<file path="src/hw/rtl/msd_pkg.sv">
package msd_pkg;

    localparam int SAMPLE_W  = 16;  // input sample, two's complement
    localparam int OUT_W     = 24;  // mean and std result fields
    localparam int COUNT_W   = 7;   // sample count result field
    localparam int MEAN_FRAC = 8;   // Q8 mean
    localparam int VAR_FRAC  = 16;  // Q16 variance feeds the root
    localparam int VAR_W     = 46;  // Q16 variance of 16-bit data stays below 2^46
    localparam int ROOT_W    = VAR_W / 2;

    typedef struct packed {
        logic signed [SAMPLE_W-1:0] sample;
        logic                       is_last;
    } t_msd_in;

    typedef struct packed {
        logic signed [OUT_W-1:0]   mean_q8;
        logic        [OUT_W-1:0]   std_q8;
        logic        [COUNT_W-1:0] sample_count;
    } t_msd_out;

endpackage

</file>
<file path="src/hw/rtl/msd_mul.sv">
// Shift-add multiplier, one multiplier bit per cycle.
module msd_mul #(
    parameter int AW = 16,
    parameter int BW = 16
) (
    input  logic           i_clk,
    input  logic           i_rst_n,
    input  logic           i_start,
    input  logic [AW-1:0]  i_a,
    input  logic [BW-1:0]  i_b,
    output logic           o_done,
    output logic [AW+BW-1:0] o_prod
);
    localparam int CNT_W = $clog2(BW);

    logic             r_busy;
    logic             r_done;
    logic [CNT_W-1:0] r_cnt;
    logic [AW-1:0]    r_a;
    logic [AW+BW-1:0] r_p;
    logic [AW:0]      n_hi;
    logic [AW+BW-1:0] n_p;

    assign n_hi = {1'b0, r_p[AW+BW-1:BW]} + (r_p[0] ? {1'b0, r_a} : {(AW+1){1'b0}});
    assign n_p  = {n_hi, r_p[BW-1:1]};

    always_ff @(posedge i_clk) begin
        if (!i_rst_n) begin
            r_busy <= 1'b0;
            r_done <= 1'b0;
            r_cnt  <= '0;
        end else begin
            r_done <= 1'b0;
            if (i_start) begin
                r_busy <= 1'b1;
                r_cnt  <= '0;
            end else if (r_busy) begin
                r_cnt <= r_cnt + CNT_W'(1);
                if (r_cnt == CNT_W'(BW - 1)) begin
                    r_busy <= 1'b0;
                    r_done <= 1'b1;
                end
            end
        end
    end

    always_ff @(posedge i_clk) begin
        if (i_start) begin
            r_a <= i_a;
            r_p <= {{AW{1'b0}}, i_b};
        end else if (r_busy) begin
            r_p <= n_p;
        end
    end

    assign o_done = r_done;
    assign o_prod = r_p;

endmodule

</file>
<file path="src/hw/rtl/msd_div.sv">
// Restoring divider, one dividend bit per cycle, MSB first.
module msd_div #(
    parameter int NW = 60,
    parameter int DW = 14
) (
    input  logic          i_clk,
    input  logic          i_rst_n,
    input  logic          i_start,
    input  logic [NW-1:0] i_dividend,
    input  logic [DW-1:0] i_divisor,
    output logic          o_done,
    output logic [NW-1:0] o_quot,
    output logic [DW-1:0] o_rem
);
    localparam int CNT_W = $clog2(NW);

    logic             r_busy;
    logic             r_done;
    logic [CNT_W-1:0] r_cnt;
    logic [NW-1:0]    r_q;
    logic [DW-1:0]    r_r;
    logic [DW-1:0]    r_d;
    logic [DW:0]      trial;
    logic [DW+1:0]    diff;
    logic             ge;

    assign trial = {r_r, r_q[NW-1]};
    assign diff  = {1'b0, trial} - {2'b00, r_d};
    assign ge    = !diff[DW+1];

    always_ff @(posedge i_clk) begin
        if (!i_rst_n) begin
            r_busy <= 1'b0;
            r_done <= 1'b0;
            r_cnt  <= '0;
        end else begin
            r_done <= 1'b0;
            if (i_start) begin
                r_busy <= 1'b1;
                r_cnt  <= '0;
            end else if (r_busy) begin
                r_cnt <= r_cnt + CNT_W'(1);
                if (r_cnt == CNT_W'(NW - 1)) begin
                    r_busy <= 1'b0;
                    r_done <= 1'b1;
                end
            end
        end
    end

    always_ff @(posedge i_clk) begin
        if (i_start) begin
            r_q <= i_dividend;
            r_r <= '0;
            r_d <= i_divisor;
        end else if (r_busy) begin
            r_q <= {r_q[NW-2:0], ge};
            r_r <= ge ? diff[DW-1:0] : trial[DW-1:0];
        end
    end

    assign o_done = r_done;
    assign o_quot = r_q;
    assign o_rem  = r_r;

endmodule

</file>
<file path="src/hw/rtl/msd_sqrt.sv">
// Digit-by-digit integer square root, two radicand bits per cycle.
module msd_sqrt #(
    parameter int RW = 46
) (
    input  logic            i_clk,
    input  logic            i_rst_n,
    input  logic            i_start,
    input  logic [RW-1:0]   i_rad,
    output logic            o_done,
    output logic [RW/2-1:0] o_root
);
    localparam int HW    = RW / 2;
    localparam int CNT_W = $clog2(HW);

    logic             r_busy;
    logic             r_done;
    logic [CNT_W-1:0] r_cnt;
    logic [RW-1:0]    r_x;
    logic [HW-1:0]    r_root;
    logic [HW:0]      r_rem;
    logic [HW+2:0]    t;
    logic [HW+2:0]    trial;
    logic [HW+3:0]    diff;
    logic             ge;

    assign t     = {r_rem, r_x[RW-1:RW-2]};
    assign trial = {1'b0, r_root, 2'b01};
    assign diff  = {1'b0, t} - {1'b0, trial};
    assign ge    = !diff[HW+3];

    always_ff @(posedge i_clk) begin
        if (!i_rst_n) begin
            r_busy <= 1'b0;
            r_done <= 1'b0;
            r_cnt  <= '0;
        end else begin
            r_done <= 1'b0;
            if (i_start) begin
                r_busy <= 1'b1;
                r_cnt  <= '0;
            end else if (r_busy) begin
                r_cnt <= r_cnt + CNT_W'(1);
                if (r_cnt == CNT_W'(HW - 1)) begin
                    r_busy <= 1'b0;
                    r_done <= 1'b1;
                end
            end
        end
    end

    always_ff @(posedge i_clk) begin
        if (i_start) begin
            r_x    <= i_rad;
            r_root <= '0;
            r_rem  <= '0;
        end else if (r_busy) begin
            r_x    <= {r_x[RW-3:0], 2'b00};
            r_root <= {r_root[HW-2:0], ge};
            r_rem  <= ge ? diff[HW:0] : t[HW:0];
        end
    end

    assign o_done = r_done;
    assign o_root = r_root;

endmodule

</file>
<file path="src/hw/rtl/mean_and_std_deviation.sv">
// Channel   Direction  Valid        Stall        Word
// input     in         i_in_valid   o_in_stall   i_in_word  (sample, is_last)
// result    out        o_out_valid  i_out_stall  o_out_word (mean_q8, std_q8, sample_count)
//
// Each accepted sample is taken in, squared in the serial squarer and then added into
// the running sums; o_in_stall holds the next sample until then. A sample that
// arrives with the set full is dropped in its accept cycle. The word with is_last
// starts the closing pass: three serial multiplies, two serial divides and the
// serial root.
// Reset is synchronous and clears the sums and the handshake state.
// The result sits in an output register; a stalled result only holds the closing
// pass in its last state, while samples of the next set wait on o_in_stall.
module mean_and_std_deviation #(
    parameter int MAX_SAMPLES = 64
) (
    input  logic              i_clk,
    input  logic              i_rst_n,
    input  logic              i_in_valid,
    output logic              o_in_stall,
    input  msd_pkg::t_msd_in  i_in_word,
    output logic              o_out_valid,
    input  logic              i_out_stall,
    output msd_pkg::t_msd_out o_out_word
);
    import msd_pkg::*;

    // accumulator widths follow the set size
    localparam int CW  = $clog2(MAX_SAMPLES + 1);    // sample tally
    localparam int MW  = SAMPLE_W - 1 + CW;          // |sum|
    localparam int SW  = MW + 1;                     // signed sum
    localparam int QW  = 2 * SAMPLE_W - 2 + CW;      // sum of squares
    localparam int PW  = QW + CW;                    // n*sumsq and sum^2
    localparam int NW2 = 2 * CW;                     // n^2
    localparam int DVW = PW + VAR_FRAC;              // divider dividend

    localparam logic [3:0] S_IDLE  = 4'd0;
    localparam logic [3:0] S_SQ    = 4'd1;  // squaring one sample
    localparam logic [3:0] S_START = 4'd2;  // launch the closing pass
    localparam logic [3:0] S_MNQ   = 4'd3;  // n * sumsq
    localparam logic [3:0] S_MSS   = 4'd4;  // sum * sum
    localparam logic [3:0] S_MNN   = 4'd5;  // n * n
    localparam logic [3:0] S_DVM   = 4'd6;  // |sum|*256 / n
    localparam logic [3:0] S_DVV   = 4'd7;  // D*65536 / n^2
    localparam logic [3:0] S_ROOT  = 4'd8;
    localparam logic [3:0] S_OUT   = 4'd9;

    localparam logic [1:0] OP_NQ = 2'd0;
    localparam logic [1:0] OP_SS = 2'd1;
    localparam logic [1:0] OP_NN = 2'd2;

    localparam logic DV_MEAN = 1'b0;
    localparam logic DV_VAR  = 1'b1;

    logic [3:0]                 r_state, n_state;
    logic [CW-1:0]              r_tally;
    logic signed [SW-1:0]       r_sum;
    logic [QW-1:0]              r_sumsq;
    logic                       r_last;
    logic signed [SAMPLE_W-1:0] r_sample;
    logic [PW-1:0]              r_p1;
    logic [PW-1:0]              r_dev;
    logic [NW2-1:0]             r_n2;
    logic [OUT_W-1:0]           r_mean;
    logic                       r_out_valid;
    t_msd_out                   r_out_word;

    logic                  in_acc;
    logic                  room;
    logic [SAMPLE_W-1:0]   in_abs;
    logic                  sum_neg;
    logic [SW-1:0]         sum_abs;
    logic [MW-1:0]         mag;
    logic                  out_free;
    logic                  out_load;

    logic                  sq_start, sq_done;
    logic [2*SAMPLE_W-1:0] sq_prod;
    logic                  mul_start, mul_done;
    logic [1:0]            mul_op;
    logic [MW-1:0]         mul_a;
    logic [QW-1:0]         mul_b;
    logic [MW+QW-1:0]      mul_prod;
    logic                  div_start, div_done;
    logic                  div_sel;
    logic [DVW-1:0]        div_n;
    logic [NW2-1:0]        div_d;
    logic [DVW-1:0]        div_q;
    logic [NW2-1:0]        div_r;
    logic                  rt_start, rt_done;
    logic [ROOT_W-1:0]     rt_root;

    logic [OUT_W-1:0]      q_mag, q_up, mean_val;
    logic [CW+COUNT_W-1:0] tally_ext;

    assign in_acc   = i_in_valid && !o_in_stall;
    assign room     = r_tally < CW'(MAX_SAMPLES);
    assign in_abs   = i_in_word.sample[SAMPLE_W-1] ? (~i_in_word.sample + SAMPLE_W'(1))
                                                   : i_in_word.sample;
    assign sum_neg  = r_sum[SW-1];
    assign sum_abs  = sum_neg ? (~r_sum + SW'(1)) : r_sum;
    assign mag      = sum_abs[MW-1:0];
    assign out_free = !r_out_valid || !i_out_stall;
    assign out_load = (r_state == S_OUT) && out_free;

    // sample squarer: 16x16, magnitudes only
    msd_mul #(.AW(SAMPLE_W), .BW(SAMPLE_W)) u_sq (
        .i_clk   (i_clk),
        .i_rst_n (i_rst_n),
        .i_start (sq_start),
        .i_a     (in_abs),
        .i_b     (in_abs),
        .o_done  (sq_done),
        .o_prod  (sq_prod)
    );

    // shared multiplier of the closing pass; operands picked by mul_op at start
    always_comb begin
        unique case (mul_op)
            OP_NQ: begin
                mul_a = MW'(r_tally);
                mul_b = r_sumsq;
            end
            OP_SS: begin
                mul_a = mag;
                mul_b = QW'(mag);
            end
            default: begin
                mul_a = MW'(r_tally);
                mul_b = QW'(r_tally);
            end
        endcase
    end

    msd_mul #(.AW(MW), .BW(QW)) u_fm (
        .i_clk   (i_clk),
        .i_rst_n (i_rst_n),
        .i_start (mul_start),
        .i_a     (mul_a),
        .i_b     (mul_b),
        .o_done  (mul_done),
        .o_prod  (mul_prod)
    );

    // shared divider: mean magnitude first, then the Q16 variance
    assign div_n = (div_sel == DV_VAR) ? {r_dev, {VAR_FRAC{1'b0}}}
                                       : DVW'({mag, {MEAN_FRAC{1'b0}}});
    assign div_d = (div_sel == DV_VAR) ? r_n2 : NW2'(r_tally);

    msd_div #(.NW(DVW), .DW(NW2)) u_dv (
        .i_clk      (i_clk),
        .i_rst_n    (i_rst_n),
        .i_start    (div_start),
        .i_dividend (div_n),
        .i_divisor  (div_d),
        .o_done     (div_done),
        .o_quot     (div_q),
        .o_rem      (div_r)
    );

    msd_sqrt #(.RW(VAR_W)) u_rt (
        .i_clk   (i_clk),
        .i_rst_n (i_rst_n),
        .i_start (rt_start),
        .i_rad   (div_q[VAR_W-1:0]),
        .o_done  (rt_done),
        .o_root  (rt_root)
    );

    // floor of a negative mean: round the magnitude up when the divide left a remainder
    assign q_mag    = div_q[OUT_W-1:0];
    assign q_up     = q_mag + OUT_W'(|div_r);
    assign mean_val = sum_neg ? (~q_up + OUT_W'(1)) : q_mag;

    assign tally_ext = {{COUNT_W{1'b0}}, r_tally};

    // sequencer
    always_comb begin
        n_state   = r_state;
        sq_start  = 1'b0;
        mul_start = 1'b0;
        mul_op    = OP_NQ;
        div_start = 1'b0;
        div_sel   = DV_MEAN;
        rt_start  = 1'b0;
        unique case (r_state)
            S_IDLE: begin
                if (in_acc) begin
                    if (room) begin
                        sq_start = 1'b1;
                        n_state  = S_SQ;
                    end else if (i_in_word.is_last) begin
                        n_state = S_START;
                    end
                end
            end
            S_SQ: begin
                if (sq_done) begin
                    n_state = r_last ? S_START : S_IDLE;
                end
            end
            S_START: begin
                mul_start = 1'b1;
                mul_op    = OP_NQ;
                n_state   = S_MNQ;
            end
            S_MNQ: begin
                mul_op = OP_SS;
                if (mul_done) begin
                    mul_start = 1'b1;
                    n_state   = S_MSS;
                end
            end
            S_MSS: begin
                mul_op = OP_NN;
                if (mul_done) begin
                    mul_start = 1'b1;
                    n_state   = S_MNN;
                end
            end
            S_MNN: begin
                div_sel = DV_MEAN;
                if (mul_done) begin
                    div_start = 1'b1;
                    n_state   = S_DVM;
                end
            end
            S_DVM: begin
                div_sel = DV_VAR;
                if (div_done) begin
                    div_start = 1'b1;
                    n_state   = S_DVV;
                end
            end
            S_DVV: begin
                div_sel = DV_VAR;
                if (div_done) begin
                    rt_start = 1'b1;
                    n_state  = S_ROOT;
                end
            end
            S_ROOT: begin
                if (rt_done) begin
                    n_state = S_OUT;
                end
            end
            S_OUT: begin
                if (out_free) begin
                    n_state = S_IDLE;
                end
            end
            default: begin
                n_state = S_IDLE;
            end
        endcase
    end

    // control state, running sums and the result register's valid
    always_ff @(posedge i_clk) begin
        if (!i_rst_n) begin
            r_state     <= S_IDLE;
            r_tally     <= '0;
            r_sum       <= '0;
            r_sumsq     <= '0;
            r_last      <= 1'b0;
            r_out_valid <= 1'b0;
        end else begin
            r_state <= n_state;
            if (r_state == S_IDLE && in_acc && room) begin
                r_last <= i_in_word.is_last;
            end
            if (r_state == S_SQ && sq_done) begin
                r_sum   <= r_sum + SW'(r_sample);
                r_sumsq <= r_sumsq + QW'(sq_prod);
                r_tally <= r_tally + CW'(1);
            end
            if (out_load) begin
                r_tally     <= '0;
                r_sum       <= '0;
                r_sumsq     <= '0;
                r_out_valid <= 1'b1;
            end else if (!i_out_stall) begin
                r_out_valid <= 1'b0;
            end
        end
    end

    // datapath holding registers
    always_ff @(posedge i_clk) begin
        if (r_state == S_IDLE && in_acc) begin
            r_sample <= i_in_word.sample;
        end
        if (r_state == S_MNQ && mul_done) begin
            r_p1 <= mul_prod[PW-1:0];
        end
        if (r_state == S_MSS && mul_done) begin
            r_dev <= r_p1 - mul_prod[PW-1:0];   // n*sumsq - sum^2, never negative
        end
        if (r_state == S_MNN && mul_done) begin
            r_n2 <= mul_prod[NW2-1:0];
        end
        if (r_state == S_DVM && div_done) begin
            r_mean <= mean_val;
        end
        if (out_load) begin
            r_out_word.mean_q8      <= r_mean;
            r_out_word.std_q8       <= OUT_W'(rt_root);
            r_out_word.sample_count <= tally_ext[COUNT_W-1:0];
        end
    end

    assign o_in_stall  = (r_state != S_IDLE);
    assign o_out_valid = r_out_valid;
    assign o_out_word  = r_out_word;

endmodule

</file>
<file path="config.mk">
export PLATFORM = sky130hd
export DESIGN_NAME = mean_and_std_deviation
export DESIGN_NICKNAME = d
export VERILOG_FILES = /design/src/hw/rtl/msd_pkg.sv /design/src/hw/rtl/msd_mul.sv /design/src/hw/rtl/msd_div.sv /design/src/hw/rtl/msd_sqrt.sv /design/src/hw/rtl/mean_and_std_deviation.sv
export SDC_FILE = /design/constraint.sdc
export NUM_CORES = 1
export LEC_CHECK = 0
export ABC_AREA = 1
export BUFFER_PORTS_ARGS = -buffer_cell sky130_fd_sc_hd__buf_2
export CAP_MARGIN = 5
export CORE_UTILIZATION = 32
export CTS_CLUSTER_DIAMETER = 40
export CTS_CLUSTER_SIZE = 40
export DETAILED_ROUTE_END_ITERATION = 10
export GPL_TIMING_DRIVEN = 1
export PLACE_DENSITY = 0.49
export SYNTH_ARGS = -nofsm -noshare
export SYNTH_HDL_FRONTEND = slang
export SYNTH_SLANG_ARGS = --single-unit
</file>
<file path="constraint.sdc">
create_clock -name i_clk -period 6.1 [get_ports i_clk]
set_clock_uncertainty 0.2 [all_clocks]
set_input_delay 0.61 -clock i_clk [delete_from_list [all_inputs] [get_ports i_clk]]
set_output_delay 0.61 -clock i_clk [all_outputs]
set_load 0.03 [all_outputs]
</file>
; ---- Word-level counts from Yosys, hierarchy flattened
; Index checks and enable logic that the tools add are counted.
[classes]
reduce_logical = 35
magnitude_cmp = 1
shift = 0
div = 0
n_addsub = 16
mux = 60
bitwise_logic = 8
n_mul = 0
n_eq_ne = 25
[op_table]
columns = op, n
row1 = two-way mux 60 bit, 3
row2 = two-way mux 46 bit, 2
row3 = two-way mux 37 bit, 2
row4 = case mux 37 bit (2 select lines), 1
row5 = two-way mux 16 bit, 4
row6 = two-way mux 24 bit, 2
row7 = two-way mux 22 bit, 2
row8 = two-way mux 4 bit, 11
row9 = subtractor 44 bit, 1
row10 = case mux 4 bit (10 select lines), 1
row11 = adder 37 x 32 -> 37 bit, 1
row12 = subtractor 26 x 25 -> 27 bit, 1
row13 = two-way mux 1 bit, 25
row14 = adder 24 x 1 -> 24 bit, 1
row15 = adder 24 x 1 -> 24 bit (second input constant), 1
row16 = inverter 24 bit, 1
row17 = adder 22 x 22 -> 23 bit, 1
row18 = adder 23 x 16 -> 23 bit, 1
row19 = adder 22 x 2 -> 22 bit (second input constant), 1
row20 = inverter 22 bit, 1
row21 = adder 16 x 16 -> 17 bit, 1
row22 = adder 16 x 2 -> 16 bit (second input constant), 1
row23 = == test 4 x 3 -> 1 bit (second input constant), 4
row24 = != test 2 x 1 -> 1 bit (second input constant), 8
row25 = 32 further kinds, 68
[totals]
mem_bits_ro = 0
latchBits = 0
mem_count = 0
ram_bits = 0
register_bits = 608
wordCells = 185
output_inout_bits = 57
input_bits = 21

; ---- Longest topological paths before layout
; Gate-level depths: netlist of the first run.
[logic_depth]
ltp_word = 6
ltp_mapped = 21
depth_no_buf = 21

; ---- Cells and area by module
; From an unflattened synthesis of the first run, not the netlist that was laid out.
[unflattened]
hier_cells = 5057
hier_area_um2 = 37606.1
[modules_own_cells]
columns = mod, instances, cells_each, seq_area_each_um2, area_per_inst_um2
row1 = mean_and_std_deviation, 1, 2525, 7347.0, 18758.0
row2 = msd_sqrt, 1, 865, 2462.4, 5886.9
row3 = msd_mul at u_fm, 1, 675, 2372.3, 4992.3
row4 = msd_div, 1, 589, 2662.6, 4946.0
row5 = msd_mul at u_sq, 1, 403, 1401.3, 3022.9

; ---- Worst setup path after synthesis of the first run
; Ideal clock, no wire load.
[synth_timing]
kind = register to register
startpoint = register r_state[0]
endpoint = register r_sum[9]
path_slack_ns = 1.475
synth_period_minus_slack_ns = 4.625
stages_incl_launch_ff = 12
t_arrival_ns = 4.312
n_path_buf = 1
setup_time_ns = 0.114
t_required_ns = 5.786
path_cell_list = dfxtp_1 -> inv_1 -> nor2_1 -> nand3_1 -> a21oi_1 -> inv_1 -> nand2_2 -> inv_1 -> clkbuf_1 -> o21ai_0 -> o21bai_1 -> inv_1
[synth_via]
elab_chain_len = 3
elab_cells_between_ends = 5
cone_classes = eq/ne (2) / reduce/logical (3)
[synth_rtl]
columns = element, line_no
row1 = start: declaration, mean_and_std_deviation.sv:54  ; logic [3:0] r_state, n_state;
row2 = start signal: assignment, mean_and_std_deviation.sv:267  ; r_state <= n_state;
row3 = == test 4 bit, mean_and_std_deviation.sv:103  ; assign out_load = (r_state == S_OUT) && out_free;
row4 = logical AND 1 bit, mean_and_std_deviation.sv:103
row5 = via out_load, mean_and_std_deviation.sv:74  ; logic out_load;
row6 = OR reduction 2 bit (no line), -
row7 = end signal: assignment, mean_and_std_deviation.sv:272  ; r_sum <= r_sum + SW'(r_sample);
row8 = end: declaration, mean_and_std_deviation.sv:56  ; logic signed [SW-1:0] r_sum;
; The timed path passes the listed nets, and every way through them passes these cells.
; A chain may end at the register's enable or synchronous reset.

; ---- Worst setup path in the final report of the first run
[layout_timing]
startpoint = register r_state[3]
endpoint = register u_fm.r_p[34], in the netlist u_fm.o_prod[34], data pin
[layout_via]
elab_chain_len = 5
elab_cells_between_ends = 10
cone_classes = eq/ne (4) / mux (4) / reduce/logical (2)
[layout_rtl]
columns = element, line_no
row1 = == test 4 x 3 -> 1 bit or == test 4 x 2 -> 1 bit (tied branches), mean_and_std_deviation.sv:185  ; unique case (r_state)
row2 = case mux 2 bit (2 select lines), mean_and_std_deviation.sv:185
row3 = == test 2 x 1 -> 1 bit or logical NOT 2 bit (tied branches), mean_and_std_deviation.sv:118  ; unique case (mul_op)
row4 = case mux 37 bit (2 select lines), mean_and_std_deviation.sv:118
row5 = two-way mux 37 bit (*), msd_mul.sv:48  ; if (i_start) begin
row6 = end signal: assignment, msd_mul.sv:50  ; r_p <= {{AW{1'b0}}, i_b};
row7 = end signal: assignment, msd_mul.sv:52  ; r_p <= n_p;
row8 = end: declaration, msd_mul.sv:20  ; logic [AW+BW-1:0] r_p;
; Every way passes the cells marked *; elsewhere a longest branch is shown, timed or not.

==> run summary, run 1 <==
Cts repair resizes: 0
Total GRT Usage: 0.182
Synth Warn #: 0
Status: completed
Worst slew pin tran: 1.18 ns
Final core utilization: 0.377
Worst R2R Setup Slack: 2.53 ns
Vias in the first global route: 28.3k
First-pass GRT wire length: 160 mm
Core ar.: 109000 um2
Clock Path Buffers: 3
Starting DRC count in detailed routing: 2177
Tmin final: 3.57 ns
Setup TNS: 0 ns
Asr flop ratio synth: 0
RSZ-0062 raised after global routing: false
Clk Latency, worst-skew pair: 0.68 ns
Syn Std Cell Area: 35500 um2
Most used cell, CP: buf_4
Synthesized flop and latch total: 608
Vias: 29.3k
Fin. max-slew vios: 0
Die extent in x: 335 um
Fin nets: 4740
Post-route ant nets: 0
Diodes inserted: 0
DR vias/cell: 4.80
Post-synthesis sequential area ratio: 0.458
Layout cells sized above 1: 0.0823
Critical R2R Launch: r_state[3]$_SDFFE_PN0P_
Max_slew headroom: 0.204
Routed wire length per instance: 16.8 um
Number of enable flip-flop cells after synthesis: 407
TritonCTS buffer count: 104
Initial antenna violation count: 0
Seq. cell area: 16200 um2
Clock slew at reported path FFs: 0.06 ns
IO Count: 78
Post-route DRC violation count: 0
Sequence of cells on the critical path: inv_1 > nand2_1 > nor2_2 > buf_4 > nor2_4 > inv_2 > a21oi_4 > buf_4 > inv_2 > buf_4 > nand3_1 > o21ai_1
GR Overflow Total: 0
Cts hold-fix bufs: 15
Crit-path slowest cell: nor2_4
Critical path endpoint category: register
Maximum clock frequency: 280 MHz
CP endpoint: u_fm.o_prod[34]$_DFFE_PP_
Min-Delay Path Class: in -> reg
CP Launch Type: register
Placed inst area: 37500 um2
MaxCap Viol Count: 0
Largest net degree at the start of global routing: 91
Setup ws final: 2.53 ns
Die area: 112000 um2
Reg2reg end: u_fm.o_prod[34]$_DFFE_PP_
Distinct cells, synth: 55
Fin crit share: 0.586
Setup Buffers After CTS: 0
Largest fanout on the critical path: 90
Top_reg_cell synth: edfxtp_1
Syn Nets: 4630
Row count: 121
CP max stage delay: 0.50 ns
Final setup viols: 0
H-tree levels: 3
Final hold vios: 0
Worst Path Arrival: 3.75 ns
Final WL: 103 mm
Mean Syn Cell Area: 8.04 um2
Finished Cell Area: 41200 um2
TritonCTS Sinks: 608
1st-pass router iterations: 7
Hold Crit Start: i_in_word[0]
Layout area overhead: 16.1%
Filler Cells Inserted: 11.4k
Fin Hold WS: 0.0788 ns
Port bufs: 76
R2R cell count: 12
CTS tree: built
Syn Inst Count: 4418
GP Congestion: 0.905
Worst path required time: 6.28 ns
Leak Pwr: 18.2 nW
Source of the critical timing path: r_state[3]$_SDFFE_PN0P_
Critical path class: reg -> reg
Area taken by multi-input logic gates: 16500 um2
Die H: 335 um
DP HPWL: 78.6 mm
Pwr/cell area: 379 nW/um2
Root buffer cell: clkbuf_16
DP Worst Slack: 2.53 ns
Starting Density: 0.324
Worst IR Drop VDD: 0.229 mV
==> cell usage after synthesis (2+ instances only) <==
cell	instances	area, um2
buf_4	6	45.0
clkinv_1	2	7.51
nor2_1	395	1480
nand3b_1	10	75.1
clkbuf_1	73	274
o21ai_2	2	17.5
fa_1	6	120
inv_1	616	2310
a21o_1	23	173
ha_1	185	2310
nor3b_1	4	30.0
a31oi_1	11	68.8
nor2_8	2	40.0
a211oi_1	9	67.6
or2_2	17	106
buf_2	22	110
nand2_1	1042	3910
a22oi_1	31	233
xnor2_1	47	412
nand2_2	17	106
nand4_1	32	200
nor2_4	15	169
o21bai_1	24	180
o22ai_1	10	62.6
a21oi_1	290	1450
o221ai_1	4	35.0
o21a_1	15	113
nand3_1	247	1240
nor2_2	7	43.8
nor4_1	13	81.3
o21ai_1	34	170
o31ai_1	5	37.5
nand2_4	6	67.6
o211ai_1	32	240
and2_1	5	31.3
o21ai_0	345	1730
inv_2	11	41.3
edfxtp_1	407	12200
xor2_1	110	963
dfxtp_1	201	4020
a21boi_0	11	82.6
buf_1	6	22.5
nor3_1	56	280
==> final cells by class <==
type | instances | share of cell area
timing repair buffer | 112 | 0.0167
sequential | 608 | 0.394
multi-input combinational | 3073 | 0.400
clock inverter | 83 | 0.0206
inverter | 629 | 0.0573
clock buffer | 115 | 0.0667
tap | 1476 | 0.0448
==> worst max-delay path: cells and delay by family, from the launching register on <==
kind            cells  cell delay (ns)
compound gates      2             0.25
simple gates        4             0.88
buf+inv             6             1.48
flops               1             0.37
==> power breakdown <==
part	switching (mW)	internal, mW	leakage (nW)
Combinational	2.90	1.42	11.0
Clock	2.36	3.52	1.73
Sequential	0.390	5.03	5.42
Total	5.65	9.98	18.2
==> worst min-delay path by stage <==
stage                               endpoint  depth (start not counted)
floorplan           o_out_word[31]$_DFFE_PP_                          0
global placement    o_out_word[35]$_DFFE_PP_                          0
detailed placement  o_out_word[52]$_DFFE_PP_                          0
CTS                      r_last$_SDFFE_PN0P_                          3
global route             r_last$_SDFFE_PN0P_                          3
finish                   r_last$_SDFFE_PN0P_                          3
==> layer usage <==
metal / global-route usage / vias up / wire length [um]
li1: - / 15000 / -
met1: 0.249 / 13500 / 48500
met2: 0.291 / 670 / 45600
met3: 0.0333 / 149 / 5610
met4: 0.0565 / 0 / 2860
met5: 0 / - / 0
==> placed cells by master, fill, tap and decap left out, drive strengths merged, types with 115 or more instances in the layout <==
cell,netlist,final
a21oi,291,291
clkbuf,73,115
dfxtp,201,201
edfxtp,407,407
ha,185,185
inv,627,670
nand2,1065,1065
nand3,247,247
nor2,419,419
o21ai,381,381
==> state kept, by name, summed over array words and instances (netlist names), 16 cells and up <==
| signal | flops |
|---|---|
| u_dv.o_quot | 60 |
| u_fm.o_prod | 59 |
| o_out_word | 54 |
| u_rt.r_x | 46 |
| r_dev | 44 |
| r_p1 | 44 |
| r_sumsq | 37 |
| u_sq.o_prod | 32 |
| r_mean | 24 |
| u_rt.r_rem | 24 |
| r_sum | 23 |
| u_rt.o_root | 23 |
| u_fm.r_a | 22 |
| r_sample | 16 |
| u_sq.r_a | 16 |
==> kinds of logic after synthesis <==
group | share of synthesized area
muxes | 0.000317
xor gates and xnor gates | 0.0392
and+or+nand+nor | 0.222
buffers and inverters | 0.0795
adders and majority gates | 0.0686
AOI/OAI and AO/OA | 0.132
other | 0.000106
DFF | 0.458
==> through the flow <==
| stage | std cells | power, mW |
|---|---|---|
| floorplan | 4418 | 8.54 |
| global placement | 5883 | 9.82 |
| detailed placement | 5883 | 9.83 |
| CTS | 6096 | 15.8 |
| global route | 6096 | 16.6 |
| finish | 6096 | 15.6 |
Power figures use the tool's default switching activity.
==> run 2, diff against run 1 <==
--- a/config.mk
+++ b/config.mk
@@ -5,7 +5,7 @@
 export SDC_FILE = /design/constraint.sdc
 export NUM_CORES = 1
 export LEC_CHECK = 0
-export ABC_AREA = 1
+export ABC_AREA = 0
 export BUFFER_PORTS_ARGS = -buffer_cell sky130_fd_sc_hd__buf_2
 export CAP_MARGIN = 5
 export CORE_UTILIZATION = 32
==> constraint.sdc (replaced) <==
create_clock -name i_clk -period 3.5 [get_ports i_clk]
set_clock_uncertainty 0.2 [all_clocks]
set_input_delay 0.35 -clock i_clk [delete_from_list [all_inputs] [get_ports i_clk]]
set_output_delay 0.35 -clock i_clk [all_outputs]
set_load 0.03 [all_outputs]
==> run 2 against run 1 <==
Register-to-register slack worse by 2.5 ns. Maximum frequency is 3.2% higher. Largest power group unchanged. Clock-buffer cell count is 5 higher. Die area is 7.0% lower. Global-route usage is 2.2 points lower. Via count is 16% lower. Worst hold slack better by 0.12 ns. Utilization is 1.6 points higher.
==> run summary, run 2 <==
Status: completed
MaxCap Viol Count: 0
Routed wire length per instance: 16.5 um
Largest fanout on the critical path: 3
First-pass GRT wire length: 133 mm
Post-route ant nets: 0
Number of enable flip-flop cells after synthesis: 407
Layout cells sized above 1: 0.151
Clock Path Buffers: 3
Maximum clock frequency: 289 MHz
Critical path class: reg -> reg
Distinct cells, synth: 88
Clock slew at reported path FFs: 0.05 ns
Synth Warn #: 0
DP HPWL: 60.5 mm
Min-Delay Path Class: in -> reg
Pwr/cell area: 640 nW/um2
Critical path endpoint category: register
DR vias/cell: 4.87
Leak Pwr: 15.9 nW
Die extent in x: 323 um
Core ar.: 102000 um2
TritonCTS Sinks: 608
Worst Path Arrival: 3.67 ns
Tot Pwr: 25.6 mW
Syn Std Cell Area: 33000 um2
Most used cell, CP: o31ai_4
Die area: 104000 um2
Worst IR Drop VDD: 0.385 mV
Most instantiated cells after synthesis: nand2_1, edfxtp_1, nor2_1
Starting DRC count in detailed routing: 1348
Most used cells in the layout excluding fill and tap cells: nand2_1, edfxtp_1, nor2_1
Top_reg_cell synth: edfxtp_1
Starting Density: 0.323
Port bufs: 76
Syn Nets: 3559
Die H: 323 um
Tmin final: 3.46 ns
Synthesized flop and latch total: 608
Root buffer cell: clkbuf_16
Placed Cells: 4800
Syn Inst Count: 3347
Fin. max-slew vios: 0
Post-route DRC violation count: 0
Clk Latency, worst-skew pair: 0.67 ns
Leading area contributor after synthesis: edfxtp_1
Total GRT Usage: 0.160
Crit-path slowest cell: or3_4
Worst slew pin tran: 0.876 ns
Fin nets: 3779
Levels on crit path: 13
CP max stage delay: 0.38 ns
R2R cell count: 13
CP Buf/Inv Count: 1
CTS tree: built
Placed inst area: 35900 um2
Mean Syn Cell Area: 9.86 um2
Final setup viols: 0
Post-synth top area share: 0.370
Fin crit share: 0.989
Vias in the first global route: 23.8k
H-tree levels: 3
Vias: 24.5k
IO Count: 78
Count leader, synth: nand2_1
Asr flop ratio synth: 0
Max reg flops: 60
Top Family by Delay on Critical Path: compound AO/OA/AOI/OAI gates
Most common cell after layout, fill and taps aside: nand2_1
GR Overflow Total: 0
Largest net degree at the start of global routing: 78
CP Launch Type: register
Final hold vios: 0
1st-pass router iterations: 5
Filler Cells Inserted: 10.2k
Final WL: 83.2 mm
RSZ-0062 raised after global routing: true
Finished Cell Area: 40100 um2
Max_slew headroom: 0.416
Worst hold path depth: 5
Post-route insts no fill: 5029
TritonCTS buffer count: 105
Setup TNS: 0 ns
Row count: 117
Worst path required time: 3.71 ns
Layout area overhead: 21.4%
Post-synthesis sequential area ratio: 0.492
GP Congestion: 0.833
Initial antenna violation count: 2
Synth top area cells: edfxtp_1, dfxtp_1, ha_1, nand2_1, xnor2_1
Sequence of cells on the critical path: inv_1 > ha_2 > fa_2 > nor2b_4 > o31ai_4 > a211oi_4 > o31ai_4 > a211oi_1 > or3_4 > a41o_1 > a311o_1 > a21oi_2 > xnor2_1
run 2: what timing repair did:
action | in CTS | in global routing
setup buffers | 4 | 6
resized for setup | 18 | 56
hold buffers | 19 | 0
pin swaps | 10 | 23
setup endpoints to repair | 13 | 49
hold endpoints to repair | 38 | 0
run 2: layout make-up:
| cell class | count | area (um2) | share of cell area |
|---|---|---|---|
| inverter | 149 | 559 | 0.0140 |
| tap | 1368 | 1710 | 0.0427 |
| clock inverter | 80 | 910 | 0.0227 |
| sequential | 608 | 16300 | 0.406 |
| clock buffer | 120 | 2720 | 0.0680 |
| timing repair buffer | 261 | 1940 | 0.0484 |
| antenna | 1 | 2.50 | 0.0000624 |
| multi-input combinational | 2442 | 16000 | 0.398 |
run 2: cell families (layout without fill, tap and decap cells):
logic type	after synthesis	in the layout	synth area share
compound gates	765	765	0.145
xor+xnor	232	232	0.0616
fa+ha+maj	191	191	0.0738
buf+inv	297	610	0.0348
flops	608	608	0.492
mux	101	101	0.0315
other cells	1	2	0.000114
simple gates	1152	1152	0.161
run 2: worst register-to-register path, stage by stage (launching register included):
cell and delay (ns):
edfxtp_1 0.36, inv_1 0.08, ha_2 0.22, fa_2 0.25, nor2b_4 0.06, o31ai_4 0.23
a211oi_4 0.13, o31ai_4 0.33, a211oi_1 0.13, or3_4 0.38, a41o_1 0.26, a311o_1 0.37
a21oi_2 0.15, xnor2_1 0.07
run 2: path summary, 6_finish.rpt:
kind	startpoint	to	slack (ns)
setup reg to reg	r_p1[0]$_DFFE_PP_	r_dev[42]$_DFFE_PP_	0.04
hold / removal	i_in_valid	u_sq.r_busy$_SDFF_PN0_	0.20
hold reg to reg	r_mean[6]$_DFFE_PP_	o_out_word[37]$_DFFE_PP_	0.22
setup / recovery	r_p1[0]$_DFFE_PP_	r_dev[42]$_DFFE_PP_	0.04
run 2: per-stage QoR:
step | util | hold slack [ns] | setup WS (ns)
2_1_floorplan | - | 0.200 | 0.117
5_1_grt | 0.393 | 0.208 | -0.0933
4_1_cts | 0.390 | 0.140 | 0.00168
3_5_place_dp | 0.351 | 0.206 | -0.121
3_3_place_gp | 0.351 | 0.204 | -0.0824
6_report | 0.393 | 0.199 | 0.0368
run 2: metal layers:
metal / global-route usage / up-vias / share of wire
li1: - / 12500 / -
met1: 0.226 / 11400 / 0.49
met4: 0.0479 / 4 / 0.024
met2: 0.251 / 416 / 0.44
met3: 0.0272 / 143 / 0.039
met5: 0 / - / 0.00031
run 2: power by group:
group,switching [mW],internal (mW),leakage [nW]
Sequential,0.488,8.64,5.42
Clock,4.02,6.38,1.76
Combinational,3.48,2.63,8.73
Total,7.99,17.7,15.9
==> run 3, diff against run 2 <==
--- a/config.mk
+++ b/config.mk
@@ -14,6 +14,7 @@
 export DETAILED_ROUTE_END_ITERATION = 10
 export GPL_TIMING_DRIVEN = 1
 export PLACE_DENSITY = 0.49
+export REMOVE_ABC_BUFFERS = 1
 export SYNTH_ARGS = -nofsm -noshare
 export SYNTH_HDL_FRONTEND = slang
 export SYNTH_SLANG_ARGS = --single-unit
==> constraint.sdc (replaced) <==
create_clock -name i_clk -period 3.5 [get_ports i_clk]
set_clock_uncertainty 0.2 [all_clocks]
set_input_delay 0.35 -clock i_clk [delete_from_list [all_inputs] [get_ports i_clk]]
set_output_delay 0.35 -clock i_clk [all_outputs]
set_load 0.01 [all_outputs]
==> run 3 against run 2 <==
Sequential power about the same. Sequential share of layout area decreased by 0.087 points. Total power decreased by 0.71%. Maximum frequency increased by 1.6%. Register-to-register slack improved by 0.05 ns. Die area unchanged. Design area increased by 0.11%. Combinational power increased by 2%. Worst setup slack improved by 0.054 ns. Critical path type unchanged. Critical endpoint is now r_dev[36]$_DFFE_PP_. Largest cell class unchanged.
==> run summary, run 3 (same netlist as run 2, synthesis figures left out) <==
Pwr/cell area: 635 nW/um2
Max reg flops: 60
Critical path class: reg -> reg
Most used cells in the layout excluding fill and tap cells: nand2_1, edfxtp_1, nor2_1
Met1 wire length: 40.6 mm
Leak Pwr: 15.9 nW
Crit-path slowest cell: edfxtp_1
Die area: 104000 um2
Max_slew headroom: 0.425
1st-pass router iterations: 5
TritonCTS buffer count: 105
Status: completed
CP Launch Type: register
Layout area overhead: 21.6%
Starting Density: 0.323
Layout cells sized above 1: 0.150
Setup ws final: 0.0907 ns
Filler Cells Inserted: 10.2k
WL met2: 36.4 mm
Post-route ant nets: 0
CTS tree: built
Fin. max-slew vios: 0
Clock Path Buffers: 3
Most common cell after layout, fill and taps aside: nand2_1
RSZ-0062 raised after global routing: true
H-tree levels: 3
Vias: 24.4k
Top Layer Used: met4
Critical path endpoint category: register
Finished Cell Area: 40100 um2
Routed wire length per instance: 16.3 um
Tmin final: 3.41 ns
CP max stage delay: 0.38 ns
Min-Delay Path Class: reg -> reg
GR Overflow Total: 0
Largest net degree at the start of global routing: 78
Final setup viols: 0
Final WL: 82.1 mm
Row count: 117
DP Worst Slack: -0.0968 ns
Seq. cell area: 16200 um2
Area taken by multi-input logic gates: 16100 um2
Starting DRC count in detailed routing: 1447
Worst Path Arrival: 3.59 ns
DR vias/cell: 4.85
GP Congestion: 0.856
IO Count: 78
Worst slew pin tran: 0.863 ns
First-pass GRT wire length: 131 mm
Port bufs: 76
Fin nets: 3785
Met3 wire len: 2.96 mm
Initial antenna violation count: 2
Worst path required time: 3.68 ns
Final core utilization: 0.393
Clock slew at reported path FFs: 0.06 ns
Clk Latency, worst-skew pair: 0.66 ns
Fin crit share: 0.974
Vias in the first global route: 23.8k
Root buffer cell: clkbuf_16
Sequence of cells on the critical path: inv_2 > ha_4 > fa_2 > nor2b_4 > o31ai_4 > a211oi_4 > o31ai_2 > buf_4 > a21oi_4 > a221oi_4 > o21ai_2 > a221o_1 > a21o_1 > xor2_1
Largest fanout on the critical path: 3
Worst IR Drop VDD: 0.404 mV
Final hold vios: 0
TritonCTS Sinks: 608
Maximum clock frequency: 293 MHz
Core ar.: 102000 um2
Placed inst area: 35900 um2
Post-route DRC violation count: 0
Die extent in x: 323 um
Die H: 323 um
Top Family by Delay on Critical Path: compound AO/OA/AOI/OAI gates
CP Buf/Inv Count: 2
Total GRT Usage: 0.157
DP HPWL: 60.3 mm
MaxCap Viol Count: 0
run 3: cell types whose count changed in the layout (fill, tap and decap cells not counted), sizes merged:
cell | previous run | this run
clkinv | 26 | 34
inv | 186 | 178
buf | 242 | 246
bufinv | 8 | 6
dlygate4sd3 | 19 | 21
clkbuf | 120 | 119
diode | 1 | 2
run 3: path summary, 6_finish.rpt:
kind	startpoint	slack, ns	depth (start not counted)	to
min reg2reg	r_mean[2]$_DFFE_PP_	0.22	0	o_out_word[33]$_DFFE_PP_
min	r_mean[2]$_DFFE_PP_	0.22	0	o_out_word[33]$_DFFE_PP_
max	r_p1[0]$_DFFE_PP_	0.09	14	r_dev[36]$_DFFE_PP_
max reg2reg	r_p1[0]$_DFFE_PP_	0.09	14	r_dev[36]$_DFFE_PP_
run 3: final cells by class:
type / count / area share
Sequential cell: 608 / 0.405
Multi-Input combinational cell: 2442 / 0.400
Clock buffer: 119 / 0.0686
Timing Repair Buffer: 267 / 0.0504
Tap cell: 1368 / 0.0427
Clock inverter: 78 / 0.0192
Inverter: 149 / 0.0139
Antenna cell: 2 / 0.000125
run 3: what timing repair did:
item / CTS / global route
hold buffers: 21 / 0
resized for setup: 7 / 67
setup buffers: 1 / 9
pin swaps: 1 / 38
endpoints found under the hold margin: 41 / 0
setup endpoints to repair: 10 / 57
run 3: routing by layer:
layer  track usage  vias up
li1              -    12500
met1         0.219    11400
met2         0.248      373
met3        0.0262      135
met4        0.0488        0
met5             0        -
run 3: where the power goes:
group	switching, mW	internal (mW)	leakage, nW
sequential	0.465	8.64	5.42
combinational	3.51	2.72	8.77
clock	3.88	6.24	1.71
total	7.86	17.6	15.9
run 3: per-stage QoR:
step / TNS [ns] / hold WS, ns / total power, mW / instances
after floorplan: -642.07 / 0.200 / 13.5 / 3199
after global placement: -0.155 / 0.203 / 15.2 / 4804
after detailed placement: -0.440 / 0.205 / 15.3 / 4804
after CTS: 0 / 0.189 / 25.5 / 5023
after global routing: -0.352 / 0.218 / 26.8 / 5031
final: 0 / 0.217 / 25.5 / 5033
